### config.mk
export PLATFORM = sky130hd
export DESIGN_NAME = sbgw_fifo
export DESIGN_NICKNAME = d
export VERILOG_FILES = /design/src/hdl/sbgw_pkg.sv /design/src/hdl/sbgw_fifo.sv
export SDC_FILE = /design/constraint.sdc
export NUM_CORES = 1
export LEC_CHECK = 0
export BUFFER_PORTS_ARGS = -buffer_cell sky130_fd_sc_hd__buf_2
export CORE_AREA = 2 2 63 65
export CTS_CLUSTER_SIZE = 14
export DETAILED_ROUTE_END_ITERATION = 10
export DIE_AREA = 0 0 65 67
export GPL_ROUTABILITY_DRIVEN = 0
export GPL_TIMING_DRIVEN = 0
export PLACE_DENSITY = 0.63
export SETUP_SLACK_MARGIN = 0.02
export SYNTH_ARGS = -nofsm -noshare
export SYNTH_HDL_FRONTEND = slang
export SYNTH_SLANG_ARGS = --single-unit
### constraint.sdc
create_clock -name i_clk -period 3 [get_ports i_clk]
set_input_delay 0.45 -clock i_clk [delete_from_list [all_inputs] [get_ports i_clk]]
set_output_delay 0.45 -clock i_clk [all_outputs]
set_load 0.005 [all_outputs]
### src/hdl/sbgw_pkg.sv
package sbgw_pkg;

    localparam int BLOCK_SIZE_DEF = 8;
    localparam int MAX_BLOCKS_DEF = 1024;
    localparam int QUEUE_DEPTH    = 4;

    // widest store address and block index over the parameter range
    localparam int ADDR_MAX_W = 22;
    localparam int BLK_MAX_W  = 16;

    localparam int WORKER_W = 8;
    localparam int BLOCKS_W = 11;
    localparam int TBLK_W   = 10;
    localparam int SLOT_W   = 6;
    localparam int BITS_W   = 32;
    localparam int CFG_IDX_W = 1;
    localparam int CFG_W    = 11;

    localparam logic [BLOCKS_W-1:0] BLOCKS_RESET = 11'd1024;

    localparam logic [CFG_IDX_W-1:0] CFG_WORKER = 1'b0;
    localparam logic [CFG_IDX_W-1:0] CFG_BLOCKS = 1'b1;

    typedef enum logic [1:0] {
        FUNC_LOAD = 2'd0,
        FUNC_RECV = 2'd1,
        FUNC_SEND = 2'd2
    } t_func;

    typedef struct packed {
        t_func                 func;
        logic                  wr_ok;
        logic [ADDR_MAX_W-1:0] addr;
        logic [BLK_MAX_W-1:0]  blk;
        logic [SLOT_W-1:0]     slot;
        logic [BITS_W-1:0]     bits;
        logic [BLOCKS_W-1:0]   follow;
        logic                  last;
    } t_cmd;

    typedef struct packed {
        logic                sent;
        logic [WORKER_W-1:0] sender;
        logic [BLOCKS_W-1:0] sent_block;
        logic [SLOT_W-1:0]   sent_slot;
        logic [BITS_W-1:0]   sent_bits;
        logic [BLOCKS_W-1:0] next_nonzero_block;
        logic                run_end;
    } t_res;

endpackage

### src/hdl/sbgw_fifo.sv
module sbgw_fifo #(
    parameter int WIDTH = 8,
    parameter int DEPTH = sbgw_pkg::QUEUE_DEPTH
) (
    input  logic             i_clk,
    input  logic             i_rst_n,
    input  logic             i_push,
    input  logic [WIDTH-1:0] i_data,
    output logic             o_full,
    input  logic             i_pop,
    output logic [WIDTH-1:0] o_data,
    output logic             o_empty
);
    localparam int PW = (DEPTH > 1) ? $clog2(DEPTH) : 1;

    logic [WIDTH-1:0] r_mem [DEPTH];
    logic [PW-1:0]    r_rd, r_wr;
    logic [PW:0]      r_cnt;
    logic             wr, rd;

    assign o_full  = (r_cnt == (PW+1)'(DEPTH));
    assign o_empty = (r_cnt == '0);
    assign wr      = i_push & ~o_full;
    assign rd      = i_pop & ~o_empty;
    assign o_data  = r_mem[r_rd];

    always_ff @(posedge i_clk) begin
        if (wr) begin
            r_mem[r_wr] <= i_data;
        end
    end

    always_ff @(posedge i_clk) begin
        if (!i_rst_n) begin
            r_rd  <= '0;
            r_wr  <= '0;
            r_cnt <= '0;
        end else begin
            if (wr) begin
                r_wr <= (r_wr == PW'(DEPTH-1)) ? '0 : r_wr + 1'b1;
            end
            if (rd) begin
                r_rd <= (r_rd == PW'(DEPTH-1)) ? '0 : r_rd + 1'b1;
            end
            r_cnt <= r_cnt + (PW+1)'(wr) - (PW+1)'(rd);
        end
    end
endmodule

## Word-level counts from Yosys, hierarchy flattened

Memories as Yosys holds them, arrays and structs flattened. A register that Yosys moved wholly into a read port is not among the register bits.
Index checks and enable logic that the tools add are counted.

- Register bits: 7
- Bits in writable memories: 32
- Input port bits: 12
- Output and inout bits: 10
- Logic and storage cells: 22
- Memories: 1

- Add/subtract/negate cells: 4
- Equal/unequal tests: 3
- Mux-type cells: 6
- Bitwise gates (word level): 4
- Reductions and logical operators: 1

Memories:

| memory | depth | width | read ports | clocked after memory_dff | wr ports | RTL line | text |
|---|---|---|---|---|---|---|---|
| r_mem | 4 | 8 | 1 | 1 | 1 | sbgw_fifo.sv:16 | `logic [WIDTH-1:0] r_mem [DEPTH];` |

Operator list:

| operator | count |
|---|---|
| 2-to-1 mux 2 bit | 4 |
| adder 2 x 1 -> 2 bit (second input constant) | 2 |
| == test 2 bit (second input constant) | 2 |
| adder 3 x 1 -> 3 bit | 1 |
| == test 3 bit (second input constant) | 1 |
| zero test 3 bit | 1 |
| subtractor 3 x 1 -> 3 bit | 1 |
| AND 1 bit | 2 |
| 2-to-1 mux 1 bit | 2 |
| inverter 1 bit | 2 |

## Longest topological paths before layout

- Word-level depth: 5
- Depth in mapped cells: 11
- Gate-level depth less buffers: 10

## Least setup slack after synthesis

No wires, ideal clock.

- Path type: reg-to-reg
- From: register r_cnt[1]
- To: register r_cnt[2]
- Setup time: 0.115 ns
- Data arrival time: 1.988 ns
- Required time: 2.885 ns
- Setup slack: 0.898 ns
- Cell stages (with the launch flop): 10
- Path buffers: 0
- Clock period less this slack: 2.102 ns
- Cell sequence: dfxtp_1 > o31ai_2 > inv_1 > ha_1 > inv_1 > ha_1 > fa_1 > xnor2_1 > xnor2_1 > and2_1

- Cells in the longest elaborated chain, start to end: 5
- Elaborated cells between the ends (all ways): 8
- Classes of those cells: add/sub: 2; eq/ne: 1; bitwise: 4; reduce/logical: 1

RTL lines:

| what | RTL line | text |
|---|---|---|
| start: declaration | sbgw_fifo.sv:18 | `logic [PW:0] r_cnt;` |
| start signal: assignment | sbgw_fifo.sv:45 | `r_cnt <= r_cnt + (PW+1)'(wr) - (PW+1)'(rd);` |
| == test 3 bit | sbgw_fifo.sv:21 | `assign o_full = (r_cnt == (PW+1)'(DEPTH));` |
| inverter 1 bit | sbgw_fifo.sv:23 | `assign wr = i_push & ~o_full;` |
| AND 1 bit | sbgw_fifo.sv:23 |  |
| adder 3 x 1 -> 3 bit | sbgw_fifo.sv:45 |  |
| subtractor 3 x 1 -> 3 bit (*) | sbgw_fifo.sv:45 |  |

Mark *: on every way between the ends. The rest lies on a longest branch, timed or not.
A chain may end at the register's enable or synchronous reset.

## Worst setup path after layout

Same ends and word-level chain as after synthesis.

==> summary.txt <==
CTS
  – CTS root buf: clkbuf_8
  – CTS H-tree depth: 2
  – Reg clk slew, reported paths: approximately 80 ps
  – CTS buffer count: 5
  – Worst-case clock buffer depth: 2
  – CTS tree: yes
  – Clock tree sinks: 41
  – Post-CTS Resized: 0
  – Hold Buf Count CTS: 0
  – Worst skew pair latency: 290 ps
  – Post-CTS Setup Bufs: 0

Final layout
  – Layout Nets: 143
  – Multi-input gate area: 468 um^2
  – ANT cells: 0
  – Final non-filler cell total: between 150 and 200
  – Share of cells above drive strength 1: 0.363
  – Area added between synthesis and finish: 16.9%
  – Storage cell area: 1140 um^2
  – Filler cells: 307

Global routing
  – First-pass GRT wire length: 4260 um
  – GR Util All Layers: 0.139
  – Grt ovf: 0
  – Vias in the first global route: between 900 and 1000
  – Initial antenna violation count: 0
  – Largest net degree at the start of global routing: 15

Timing
  – Setup TNS: 0 ps
  – Fin. Hold Viols: 0
  – Clock Skew: 5.45 ps
  – Minimum clock period: 2250 ps
  – Period utilisation layout: 0.749
  – Final Max Tran Viols: 0
  – RSZ-0062 raised after global routing: no
  – Worst slew pin tran: 512 ps
  – Max_slew headroom: 0.659
  – Final setup vio count: 0
  – Max Fclk: 445 MHz

Synthesis
  – Register area share after synthesis: 0.688
  – Main synth FF type: edfxtp_1
  – Asr flop ratio synth: 0
  – Yosys reg bits: around 40
  – Synthesized area: 1660 um^2
  – Syn_area_per_cell: 17.5 um^2
  – EDFF count, synth: 32
  – Post-synth cell types: 21
  – Post-Syn Instances: 95
  – Synthesized Nets: about 120
  – Ys Warns: 0

Floorplanning
  – Total die area: 4360 um^2
  – I/O pins: 22
  – Initial Util: 0.460
  – Die W: 65 um
  – Die H: 67 um
  – # rows: 22
  – Core ar.: 3610 um^2

Worst setup path
  – Flop-to-flop setup slack: around 750 ps
  – Worst path required time: 3190 ps
  – R2r endpoint: r_cnt[2]
  – Crit path capture type: flop
  – CP startpoint kind: flop
  – CP Data Arrival Time: 2430 ps
  – Crit path max fanout: 5
  – R2R cell count: 9
  – Setup Crit Path Kind: reg2reg
  – Reg-to-reg startpoint: r_cnt[1]

Route
  – Drt first pass iters: 4
  – Vias per inst: 4.91
  – Average wire per standard cell: 14.2 um
  – Routed Antenna Nets: 0
  – Vias post-DR: 845
  – DR iter-0 viols: 54
  – Residual DRC: 0
  – Drt total wl: ~2400 um

Power
  – Leak: 0.718 nW
  – Max IR drop VDD: 0.000408 V
  – Pwr dens: 798 nW/um^2

Run status
  – Outcome: finished clean

Flow run
  – Max Cap Viol: 0

Place
  – Port bufs: 21
  – Cells after DPL: 164
  – Hpwl dp: 1700 um

Hold path
  – Min-delay src: i_data[4]
  – WHS Endpoint: r_mem[1][4]
  – Hold Crit Depth: 1
  – HP Class: in2reg
[synthesized netlist by cell type, drive strengths merged, types with 2 or more instances]
cell type | number | area share
nor2 | 2 | 0.0045
edfxtp | 32 | 0.58
mux4 | 8 | 0.11
o21ai | 2 | 0.0060
inv | 7 | 0.016
ha | 7 | 0.053
dfxtp | 9 | 0.11
mux2i | 2 | 0.012
nand2 | 6 | 0.014
clkbuf | 2 | 0.0045
buf | 2 | 0.0098
and2 | 7 | 0.029
nand3 | 2 | 0.0060
xnor2 | 2 | 0.011
[logic make-up (layout without fill, tap and decap cells)]
family          after synthesis  after routing  share of synthesized area
compound gates                3              3                     0.0136
mux                          10             10                      0.121
simple gates                 20             20                     0.0724
fa+ha+maj                     8              8                     0.0649
flops                        41             41                      0.688
xor+xnor                      2              2                     0.0106
buf+inv                      11             40                     0.0302
[worst max path at each step]
stage                     to  slack [ps]  cells past startpoint     start
detailed placement  r_cnt[2]         750                      9  r_cnt[1]
finish              r_cnt[2]         750                      9  r_cnt[1]
global route        r_cnt[2]         570                      9  r_cnt[1]
floorplan           r_cnt[2]         900                      9  r_cnt[1]
CTS                 r_cnt[2]         730                      9  r_cnt[1]
global placement    r_cnt[2]         780                      9  r_cnt[1]
[final cells by class]
type / count / share of cell area
flip-flops and latches: 41 / 0.588
multi-input cells: 43 / 0.241
repair buffers: 21 / 0.0542
clock buffers: 5 / 0.0355
well taps: 48 / 0.0310
clock inverters: 3 / 0.0239
inverters: 7 / 0.0135
plain buffers: 4 / 0.0123
[flip-flops by register name (all words and copies together) (netlist names), named ones only]
| signal | count |
|---|---|
| r_mem | 32 |
| r_cnt | 3 |
| r_rd | 2 |
| r_wr | 2 |
[per-layer routing]
layer | wire length [um] | GRT usage | part of all wire
met5 | 0 | 0 | 0
met4 | 21 | 0.0479 | 0.0086
met3 | 106 | 0.0473 | 0.044
met2 | 1380 | 0.254 | 0.57
met1 | 928 | 0.150 | 0.38
[where the power goes]
group | switching [mW] | internal [mW]
sequential | 0.0428 | 0.697
clock | 0.188 | 0.249
combinational | 0.171 | 0.199
[critical path: stages (launching register included)]
cell and delay [ps]:
dfxtp_1 370, o31ai_2 400, inv_1 80, ha_1 280, inv_1 40, ha_1 180, fa_1 370, xnor2_1 140
xnor2_1 120, and2_1 150
[placed cells by master, fill, tap and decap left out]
master	count
xnor2_1	2
clkinv_4	1
mux4_2	8
buf_2	22
and2_2	3
nand2_1	6
nand3_1	2
buf_6	1
o21ai_0	2
dfxtp_1	9
nor2b_2	1
clkinvlp_4	1
inv_1	7
ha_1	7
and2_1	4
nor3_1	1
nor3b_4	1
clkbuf_1	2
clkbuf_8	5
mux2i_1	2
nor2_1	2
edfxtp_1	32
fa_1	1
bufinv_16	1
o31ai_2	1
[per-stage QoR]
stage	power, mW	instance area (um^2)	utilization	hold WS, ps	setup WS (ps)
finish	1.55	1940	0.538	372	753
global route	1.64	1940	0.538	365	568
CTS	1.57	1940	0.538	361	732
detailed placement	1.13	1820	0.506	501	750
global placement	1.12	1820	0.506	488	784
floorplan	1.01	1660	-	468	898
Power figures use the tool's default switching activity.
