### config.mk
export PLATFORM = sky130hd
export DESIGN_NAME = sbgw_front
export DESIGN_NICKNAME = d
export VERILOG_FILES = /design/src/hdl/sbgw_pkg.sv /design/src/hdl/sbgw_front.sv
export SDC_FILE = /design/constraint.sdc
export NUM_CORES = 1
export LEC_CHECK = 0
export BUFFER_PORTS_ARGS = -buffer_cell sky130_fd_sc_hd__buf_2
export CORE_UTILIZATION = 46
export DETAILED_ROUTE_END_ITERATION = 10
export PLACE_DENSITY_LB_ADDON = 0.12
export SLEW_MARGIN = 20
export SYNTH_ARGS = -nofsm -noshare
export SYNTH_HDL_FRONTEND = slang
export SYNTH_SLANG_ARGS = --single-unit
### constraint.sdc
create_clock -name i_clk -period 11.2 [get_ports i_clk]
set_input_delay 1.12 -clock i_clk [delete_from_list [all_inputs] [get_ports i_clk]]
set_output_delay 1.12 -clock i_clk [all_outputs]
set_load 0.005 [all_outputs]
### src/hdl/sbgw_pkg.sv
package sbgw_pkg;

    localparam int BLOCK_SIZE_DEF = 8;
    localparam int MAX_BLOCKS_DEF = 1024;
    localparam int QUEUE_DEPTH    = 4;

    // widest store address and block index over the parameter range
    localparam int ADDR_MAX_W = 22;
    localparam int BLK_MAX_W  = 16;

    localparam int WORKER_W = 8;
    localparam int BLOCKS_W = 11;
    localparam int TBLK_W   = 10;
    localparam int SLOT_W   = 6;
    localparam int BITS_W   = 32;
    localparam int CFG_IDX_W = 1;
    localparam int CFG_W    = 11;

    localparam logic [BLOCKS_W-1:0] BLOCKS_RESET = 11'd1024;

    localparam logic [CFG_IDX_W-1:0] CFG_WORKER = 1'b0;
    localparam logic [CFG_IDX_W-1:0] CFG_BLOCKS = 1'b1;

    typedef enum logic [1:0] {
        FUNC_LOAD = 2'd0,
        FUNC_RECV = 2'd1,
        FUNC_SEND = 2'd2
    } t_func;

    typedef struct packed {
        t_func                 func;
        logic                  wr_ok;
        logic [ADDR_MAX_W-1:0] addr;
        logic [BLK_MAX_W-1:0]  blk;
        logic [SLOT_W-1:0]     slot;
        logic [BITS_W-1:0]     bits;
        logic [BLOCKS_W-1:0]   follow;
        logic                  last;
    } t_cmd;

    typedef struct packed {
        logic                sent;
        logic [WORKER_W-1:0] sender;
        logic [BLOCKS_W-1:0] sent_block;
        logic [SLOT_W-1:0]   sent_slot;
        logic [BITS_W-1:0]   sent_bits;
        logic [BLOCKS_W-1:0] next_nonzero_block;
        logic                run_end;
    } t_res;

endpackage

### src/hdl/sbgw_front.sv
module sbgw_front #(
    parameter int BLOCK_SIZE = sbgw_pkg::BLOCK_SIZE_DEF,
    parameter int MAX_BLOCKS = sbgw_pkg::MAX_BLOCKS_DEF
) (
    input  logic                          i_clk,
    input  logic                          i_rst_n,
    input  logic                          i_hold,
    input  logic                          i_push,
    output logic                          o_full,
    input  logic [1:0]                    i_func,
    input  logic [sbgw_pkg::TBLK_W-1:0]   i_target_block,
    input  logic [sbgw_pkg::SLOT_W-1:0]   i_slot,
    input  logic [sbgw_pkg::BITS_W-1:0]   i_element_bits,
    input  logic [sbgw_pkg::BLOCKS_W-1:0] i_following_block,
    input  logic                          i_final_element,
    output logic                          o_cmd_push,
    output sbgw_pkg::t_cmd                o_cmd,
    input  logic                          i_cmd_full
);
    logic           r_valid;
    sbgw_pkg::t_cmd r_cmd;
    sbgw_pkg::t_cmd n_cmd;
    logic           known;
    logic [31:0]    addr_full;

    assign o_full     = i_hold | (r_valid & i_cmd_full);
    assign o_cmd_push = r_valid;
    assign o_cmd      = r_cmd;

    // unused function code is dropped here and never reaches the back end
    assign known = (i_func == sbgw_pkg::FUNC_LOAD) || (i_func == sbgw_pkg::FUNC_RECV)
                || (i_func == sbgw_pkg::FUNC_SEND);
    assign addr_full = 32'(i_target_block) * 32'(BLOCK_SIZE) + 32'(i_slot);

    always_comb begin
        n_cmd        = '0;
        n_cmd.func   = sbgw_pkg::t_func'(i_func);
        n_cmd.wr_ok  = (32'(i_target_block) < 32'(MAX_BLOCKS)) && (32'(i_slot) < 32'(BLOCK_SIZE));
        n_cmd.addr   = addr_full[sbgw_pkg::ADDR_MAX_W-1:0];
        n_cmd.blk    = sbgw_pkg::BLK_MAX_W'(i_target_block);
        n_cmd.slot   = i_slot;
        n_cmd.bits   = i_element_bits;
        n_cmd.follow = i_following_block;
        n_cmd.last   = i_final_element;
    end

    always_ff @(posedge i_clk) begin
        if (!o_full) begin
            r_cmd <= n_cmd;
        end
    end

    always_ff @(posedge i_clk) begin
        if (!i_rst_n) begin
            r_valid <= 1'b0;
        end else if (!o_full) begin
            r_valid <= i_push & known;
        end
    end
endmodule

======== Word level (Yosys, flattened, before mapping) ========
Index checks and enable logic that the tools add are counted.
storage, ports and cells
  bits in registers ....................... 86
  output and inout bits ................... 93
  word-level logic and storage cells ...... 19
  memory bits (read-only) ................. 0
  latch bits .............................. 0
  bits in writable memories ............... 0
  memories ................................ 0
  input bits .............................. 67
cells by class
  $lt $le $gt $ge ......................... 1
  reductions and logical operators ........ 3
  multiply operators ...................... 0
  bitwise logic cells ..................... 3
  shift operators ......................... 0
  equality and inequality tests ........... 2
  divide/modulo/power cells ............... 0
  add/subtract/negate cells ............... 1
  muxes and demuxes ....................... 0
operator list
  operator                                                                      number
  13-bit by 6-bit adder with 14-bit output                                      1
  6-bit by 4-bit less-than comparator with 1-bit output, second input constant  1
  1-bit bitwise AND                                                             2
  2-bit by 1-bit equality test with 1-bit output, second input constant         1
  2-bit equality test, second input constant                                    1
  2-bit logical NOT                                                             1
  1-bit logical OR                                                              2
  1-bit OR                                                                      1

======== Depth between registers and ports, before layout ========
Gate-level depths: netlist of the first run.
  depth after elaboration ................. 4
  gate-level depth with buffers ........... 6
  mapped depth without buffers ............ 6

======== Worst setup path after synthesis of the first run ========
Ideal clock, no wire load.
  kind .................................... input to output
  from .................................... input port i_hold
  to ...................................... output port o_full
  arrival ................................. 4992 ps
  setup slack ............................. 5088 ps
  buffers on the path ..................... 0
  data required time ...................... 10080 ps
  stages on the path ...................... 2
  cell sequence ........................... a21oi_1 -> inv_1
on the way
  word-level cells in the longest chain between the ends .. 1
RTL lines
  element             line              source
  start: declaration  sbgw_front.sv:7   input logic i_hold,
  1-bit OR            sbgw_front.sv:26  assign o_full = i_hold | (r_valid & i_cmd_full);
  end: declaration    sbgw_front.sv:9   output logic o_full,
Every way passes these cells.

======== Final worst setup path of the first run ========
  from .................................... input port i_cmd_full
  to ...................................... output port o_full
on the way
  word-level cells in the longest chain between the ends .. 2
RTL lines
  element             line              source
  start: declaration  sbgw_front.sv:18  input logic i_cmd_full
  1-bit bitwise AND   sbgw_front.sv:26
  1-bit OR            sbgw_front.sv:26
Every way passes these cells.

==> results of run 1 <==
## registers in the layout (all words and copies together), names as in the netlist
signal / cells
o_cmd: 74
o_cmd_push: 1
## cell usage in the layout, fill, tap and decap left out
master,count
buf_2,145
edfxtp_1,74
conb_1,14
clkbuf_8,12
inv_1,6
xnor2_1,5
nand3_1,3
a21oi_1,3
xor2_1,3
nand2_1,3
ha_1,3
bufinv_16,3
nor3_1,2
o21ai_0,2
nor2b_1,1
and3_1,1
o21ai_1,1
a211oi_2,1
o2111ai_1,1
nand4_1,1
a21oi_4,1
nand3b_1,1
a21boi_0,1
fa_1,1
clkinv_2,1
dfxtp_1,1
buf_4,1
## layout make-up
type,count,area share [%]
Tap cell,72,2.46
Sequential cell,75,61.2
Inverter,6,0.614
Multi-Input combinational cell,48,8.67
Clock buffer,12,4.51
Clock inverter,4,2.59
Timing Repair Buffer,146,20.0
## power by group
| group | internal, mW | total [mW] | switching, mW |
|---|---|---|---|
| logic | 0.0232 | 0.0492 | 0.0260 |
| clock network | 0.166 | 0.259 | 0.0933 |
| registers | 0.330 | 0.334 | 0.00406 |
| total | 0.519 | 0.642 | 0.123 |
## Yosys cell counts, drive strengths merged
cell type  number  area share [%]
edfxtp         74              84
buf            17             4.8
inv             6            0.85
xnor2           5             1.7
a21oi           4            0.76
ha              3             1.4
nand2           3            0.42
nand3           3            0.57
o21ai           3            0.57
xor2            3            0.99
nor3            2            0.38
a211oi          1            0.47
a21boi          1            0.28
and3            1            0.24
conb            1            0.14
dfxtp           1            0.76
fa              1            0.76
nand3b          1            0.28
nand4           1            0.24
nor2b           1            0.24
o2111ai         1            0.33
## critical path: stages
cell and delay (ns):
buf_2 0.12, a21oi_4 0.13, inv_1 0.06, buf_2 0.13
## through the flow
| step | power [mW] | hold slack (ns) | utilization [%] | setup WS, ns | cell area (sq um) |
|---|---|---|---|---|---|
| global placement | 0.389 | 0.527 | 61.5 | 8.53 | 3410 |
| floorplan | 0.362 | 0.487 | - | 5.09 | 2700 |
| CTS | 0.649 | 0.551 | 66.2 | 8.51 | 3670 |
| global route | 0.666 | 0.588 | 66.2 | 8.49 | 3670 |
| finish | 0.642 | 0.543 | 66.2 | 8.52 | 3670 |
| detailed placement | 0.390 | 0.539 | 61.5 | 8.51 | 3410 |
## kinds of logic (layout without fill, tap and decap cells)
family                     after synthesis  count (layout)
DFF                                     75              75
buffers and inverters                   23             168
and+or+nand+nor                         12              12
AOI/OAI and AO/OA                       10              10
xor gates and xnor gates                 8               8
adders and majority gates                4               4
other                                    1              14
## worst max path at each step
stage	startpoint	to	slack [ns]	cells past startpoint
after global placement	i_cmd_full	o_full	8.53	4
after detailed placement	i_cmd_full	o_full	8.51	4
after CTS	i_cmd_full	o_full	8.51	4
final	i_cmd_full	o_full	8.52	4
after floorplan	i_hold	o_full	5.09	2
after global routing	i_hold	o_full	8.49	4
## metal layers
| layer | routed length, um | part of all wire, % | global-route usage (%) |
|---|---|---|---|
| met4 | 123 | 2.4 | 10.2 |
| met2 | 2550 | 50 | 28.0 |
| met1 | 2010 | 39 | 19.9 |
| met3 | 450 | 8.8 | 5.06 |
| met5 | 0 | 0 | 0 |
==> impl_results.md, run 1 <==
* Outcome: finished clean
* Final wirelength at around 5000 um
* Post-Synth Simple-Gate Area at between 2 and 2.5%
* Critical Path End Type: output port
* Setup Buffers After CTS at 0
* Max-cap violations at 0
* Mean Syn Cell Area at 19.9 sq um
* CP Class: in -> out
* CTS Buffer Depth at 2
* Vert. Die Dim at about 78 um
* Initial Utilization at 47.8%
* Post-synthesis xor/xnor area fraction at between 2 and 3%
* Worst Setup Start Kind: input pin
* Placeable Area at roughly 0.0055 sq mm
* Final hold vios at 0
* Drt via density at approximately 4.5
* Layout area overhead at 38.3%
* Pleak at about 1.6 nW
* Slew Limit Headroom at approximately 41%
* CTS Sinks at between 70 and 80
* Post-synthesis compound-gate area fraction at ~2.4%
* Post-synth design cell area at ~0.0027 sq mm
* Clk_skew at roughly 0.0067 ns
* Routed WL per cell at 14.1 um
* Register area share after synthesis at ~85%
* Multi-input logic area at about 320 sq um
* IO Port Bufs at 145
* Hold EP: o_cmd_push
* TNS Setup at 0 ns
* Min Tclk post-route at roughly 2.7 ns
* Clk slew on worst S/H paths at roughly 0.07 ns
* Slew @ Worst Pin at 0.879 ns
* Routed Antenna Nets at 0
* Post-DP HPWL at 3730 um
* Largest net degree at the start of global routing at 75
* Final setup fails at 0
* Fill cells at ~430
* First-pass DRT Iterations at 4
* Iteration-0 DRC Markers at 70
* Initial antenna violation count at 0
* Critical Path RT at just over 10 ns
* Placement Rows at 27
* Netlist cell types at 22
* Die footprint at roughly 0.006 sq mm
* Critical path arrival at roughly 1.6 ns
* Pwr dens at ~180 mW/mm^2
* Number of global-route vias before repair at 1,502
* Routed vias at between 1.5k and 2k
* Largest family of logic cells by synthesized area: buffers and inverters
* Layout Nets at about 360
* Worst ir drop on vdd at between 100 and 150 uV
* Warnings, synthesis at 0
* PostCTS Resize Cnt at 0
* Area occupied by registers at roughly 0.0022 sq mm
* Adder-cell area share of the yosys netlist at around 2.2%
* Mux share of post-synthesis cell area at 0%
* I/O pin count at 160
* R2R cell count at 2
* Hold depth at 2
* Root Buffer: clkbuf_8
* R2R Setup Slk at between 9 and 10 ns
* Crit Path Max Fanout at 2
* Worst r2r src: o_cmd_push
* Number of synthesized register bits at 75
* Gr usage total at between 10% and 20%
* Num CTS Buffers at 9
* Fraction of layout cells with a size suffix above 1 at 56.4%
* Worst-Skew Late Latency at 0.34 ns
* Placed Instances at 347
* Synth Instances at roughly 130
* Antenna Cells at 0
* Die width at around 78 um
* Fmax at approximately 370 MHz
* Global placement routability congestion at roughly 0.75
* Non-filler cells, final at 363
* Post-route DRC at 0
* CTS tree: built
* Hold Path Class: reg -> reg
* Cts hold-fix bufs at 0
* Period utilisation layout at 24.0%
* RR Endpoint: o_cmd[47]
* Final slew viol count at 0
* First-pass GRT wire length at ~7400 um
* Hold_sp: o_cmd_push
* RSZ-0062 raised after global routing: false
* Grt total ovfl at 0
* H-Tree Depth at 3
Power figures use the tool's default switching activity.
==> run 2, diff against run 1 <==
--- a/config.mk
+++ b/config.mk
@@ -5,8 +5,9 @@
 export SDC_FILE = /design/constraint.sdc
 export NUM_CORES = 1
 export LEC_CHECK = 0
+export ABC_AREA = 1
 export BUFFER_PORTS_ARGS = -buffer_cell sky130_fd_sc_hd__buf_2
-export CORE_UTILIZATION = 46
+export CORE_UTILIZATION = 39
 export DETAILED_ROUTE_END_ITERATION = 10
 export PLACE_DENSITY_LB_ADDON = 0.12
 export SLEW_MARGIN = 20
==> constraint.sdc (replaced) <==
create_clock -name i_clk -period 2.22 [get_ports i_clk]
set_input_delay 0.222 -clock i_clk [delete_from_list [all_inputs] [get_ports i_clk]]
set_output_delay 0.222 -clock i_clk [all_outputs]
set_load 0.005 [all_outputs]
==> run 2 against run 1 <==
Compared with the run above: non-clock buffer count grew 2; sequential power grew to 5.0 times the previous value; critical path depth is the same; global-route usage shrank 3.0 points; sequential share of layout area is essentially flat; wire length grew 0.56%; largest power group unchanged; final cell count grew 9.4%; critical endpoint unchanged.
==> impl_results.md, run 2 <==
* I/O pin count at 160 (unchanged)
* Final hold vios at 0 (unchanged)
* Iteration-0 DRC Markers at 76 (+8.6%)
* Final hold slack at 0.0514 ns (-0.491 ns)
* Most used DFF post-synth: edfxtp_1
* Root Buffer: clkbuf_8
* Number of global-route vias before repair at 1,557 (+3.7%)
* Number of flops mapped to enable cells by yosys at 74 (unchanged)
* Worst Slack Setup Final at 0.579 ns (-7.94 ns)
* Total power at 2.84 mW (+340%)
* Min Tclk post-route at between 1.5 and 2 ns
* Initial antenna violation count at 0 (unchanged)
* Netlist cell types at 20 (-9.1%)
* Worst Setup SP: o_cmd_push
* R2R Setup Slk at 0.95 ns (-8.64 ns)
* Num CTS Buffers at 9 (unchanged)
* R2R cell count at 2 (unchanged)
* Max reg flops at 74 (unchanged)
* Final wirelength at 5160 um (+0.56%)
* CP Class: reg -> out
* PostCTS Resize Cnt at 0 (unchanged)
* Cts hold-fix bufs at 0 (unchanged)
* Synth Instances at 157 (+18%)
* Placed Instances at 381 (+9.8%)
* Crit path capture: o_full
* Biggest area consumer among synthesized cells: edfxtp_1
* Worst-Skew Late Latency at 0.34 ns (about the same)
* Gr usage total at 14.1% (-3.0 points)
* Pleak at 1.65 nW (+2.5%)
* Number of synthesized register bits at 75 (unchanged)
* Mean Syn Cell Area at 17.3 sq um (-13%)
* Placeable Area at 0.00676 sq mm (+22%)
* Layout Nets at 383 (+7.3%)
* Routed vias at 1,741 (+6.1%)
* Post-route DRC at 0 (unchanged)
* Setup Buffers After CTS at 0 (unchanged)
* Critical path arrival at 1.42 ns (-0.14 ns)
* H-Tree Depth at 3 (unchanged)
* Final setup fails at 0 (unchanged)
* Final slew viol count at 0 (unchanged)
* Clk slew on worst S/H paths at 0.08 ns (about the same)
* Warnings, synthesis at 0 (unchanged)
* Worst r2r src: o_cmd_push
* Crit Path Max Fanout at 25 (+23)
* Pwr dens at 774 mW/mm^2 (+340%)
* Initial Utilization at 40.2% (-7.7 points)
* IO Port Bufs at 145 (unchanged)
* Most common cell after layout, fill and taps aside: buf_2
* Die width at 85.4 um (+9.7%)
* Ranking of synthesized cells by area: edfxtp_1, buf_4, nand2_1
* Synth top cells by count: edfxtp_1, nand2_1, buf_4
* Critical Path End Type: output port
* Register area share after synthesis at 82.6% (-2.0 points)
* Clk_skew at 0.0118 ns (+0.00516 ns)
* Fill cells at 591 (+36%)
* Worst Setup Start Kind: flip-flop
* Routed Antenna Nets at 0 (unchanged)
* Global placement routability congestion at 0.807 (+7.0%)
* Largest net degree at the start of global routing at 35 (-53%)
* Yosys top cell area share at 81.9% (-2.0 points)
* TNS Setup at 0 ns (unchanged)
* Period utilisation layout at about 74%
* CTS tree: built
* Most frequent cell after synthesis: edfxtp_1
* Critical Path RT at 2.00 ns (-8.08 ns)
* Antenna Cells at 0 (unchanged)
* Fraction of layout cells with a size suffix above 1 at 52.7% (-3.7 points)
* Vert. Die Dim at 85.4 um (+9.7%)
* Drt via density at 4.39 (-3.0%)
* Layout area overhead at 35.0%
* CTS Sinks at 75 (unchanged)
* RR Endpoint: o_cmd[54]
* Post-synth design cell area at 0.00271 sq mm (+2.4%)
* Placement Rows at 30 (+11%)
* Share of flip-flops with an asynchronous set or reset at 0% (unchanged)
* Worst ir drop on vdd at 294 uV (+180%)
* Fmax at just over 600 MHz
* First-pass GRT wire length at 7460 um (+0.55%)
* Setup slack at placement at 0.476 ns (-8.03 ns)
* Most frequent cells in the layout: buf_2, edfxtp_1, nand2_1
* Routed WL per cell at 13.0 um (-8.0%)
* Outcome: finished clean
* Hold Path Class: in -> reg
* Max-cap violations at 0 (unchanged)
* Die footprint at 0.00730 sq mm (+20%)
* Grt total ovfl at 0 (unchanged)
* Non-filler cells, final at 397 (+9.4%)
* First-pass DRT Iterations at 4 (unchanged)
* RSZ-0062 raised after global routing: false
* Hold depth at 1 (-1)
* CTS Buffer Depth at 2 (unchanged)
* Post-DP HPWL at 3860 um (+3.5%)
-- run 2: worst max-delay path, cell delays in order (launching register included) --
cell	delay, ns
dfxtp_1	0.34
a21oi_4	0.17
buf_4	0.33
inv_1	0.10
buf_2	0.14
-- run 2: area by class of cell --
class                   count  area, sq um  share of cell area [%]
repair buffers            148          748                    20.4
flip-flops and latches     75         2240                    61.2
multi-input cells          65          355                    9.70
well taps                  80          100                    2.73
clock buffers               9          124                    3.38
inverters                  13         48.8                    1.33
clock inverters             7         45.0                    1.23
-- run 2: logic make-up (layout without fill, tap and decap cells) --
family	Yosys count	after routing	share of synthesized area, %
AO/OA/AOI/OAI	4	4	0.968
AND/OR/NAND/NOR	39	39	6.36
XOR/XNOR	4	4	1.29
other	1	14	0.138
adder cells (fa/ha/maj)	4	4	2.12
buffers and inverters	30	177	6.50
flip-flops	75	75	82.6
-- run 2: how the worst min path moves through the flow --
stage	from	to	slack [ns]
finish	i_element_bits[18]	o_cmd[30]	0.05
global route	i_following_block[7]	o_cmd[8]	0.03
CTS	i_following_block[7]	o_cmd[8]	0.03
detailed placement	i_element_bits[18]	o_cmd[30]	0.40
global placement	i_element_bits[4]	o_cmd[16]	0.40
floorplan	i_final_element	o_cmd[0]	0.32
-- run 2: stage by stage --
step / util (%) / instance area (sq um)
6_report: 54.2 / 3660
3_5_place_dp: 51.7 / 3490
5_1_grt: 54.2 / 3660
4_1_cts: 54.2 / 3660
3_3_place_gp: 51.7 / 3490
2_1_floorplan: - / 2770
-- run 2: routing by layer --
metal	vias to the layer above	track usage, %	wire length (um)
li1	838	-	-
met2	99	23.6	2530
met5	-	0	0
met3	11	4.38	402
met4	0	8.18	123
met1	793	16.0	2100
-- run 2: report_power, final --
group          leakage, nW  total, mW  switching [mW]  internal [mW]
clock               0.0787      0.880           0.482          0.399
combinational        0.839      0.271           0.146          0.125
sequential           0.728       1.68          0.0197           1.67
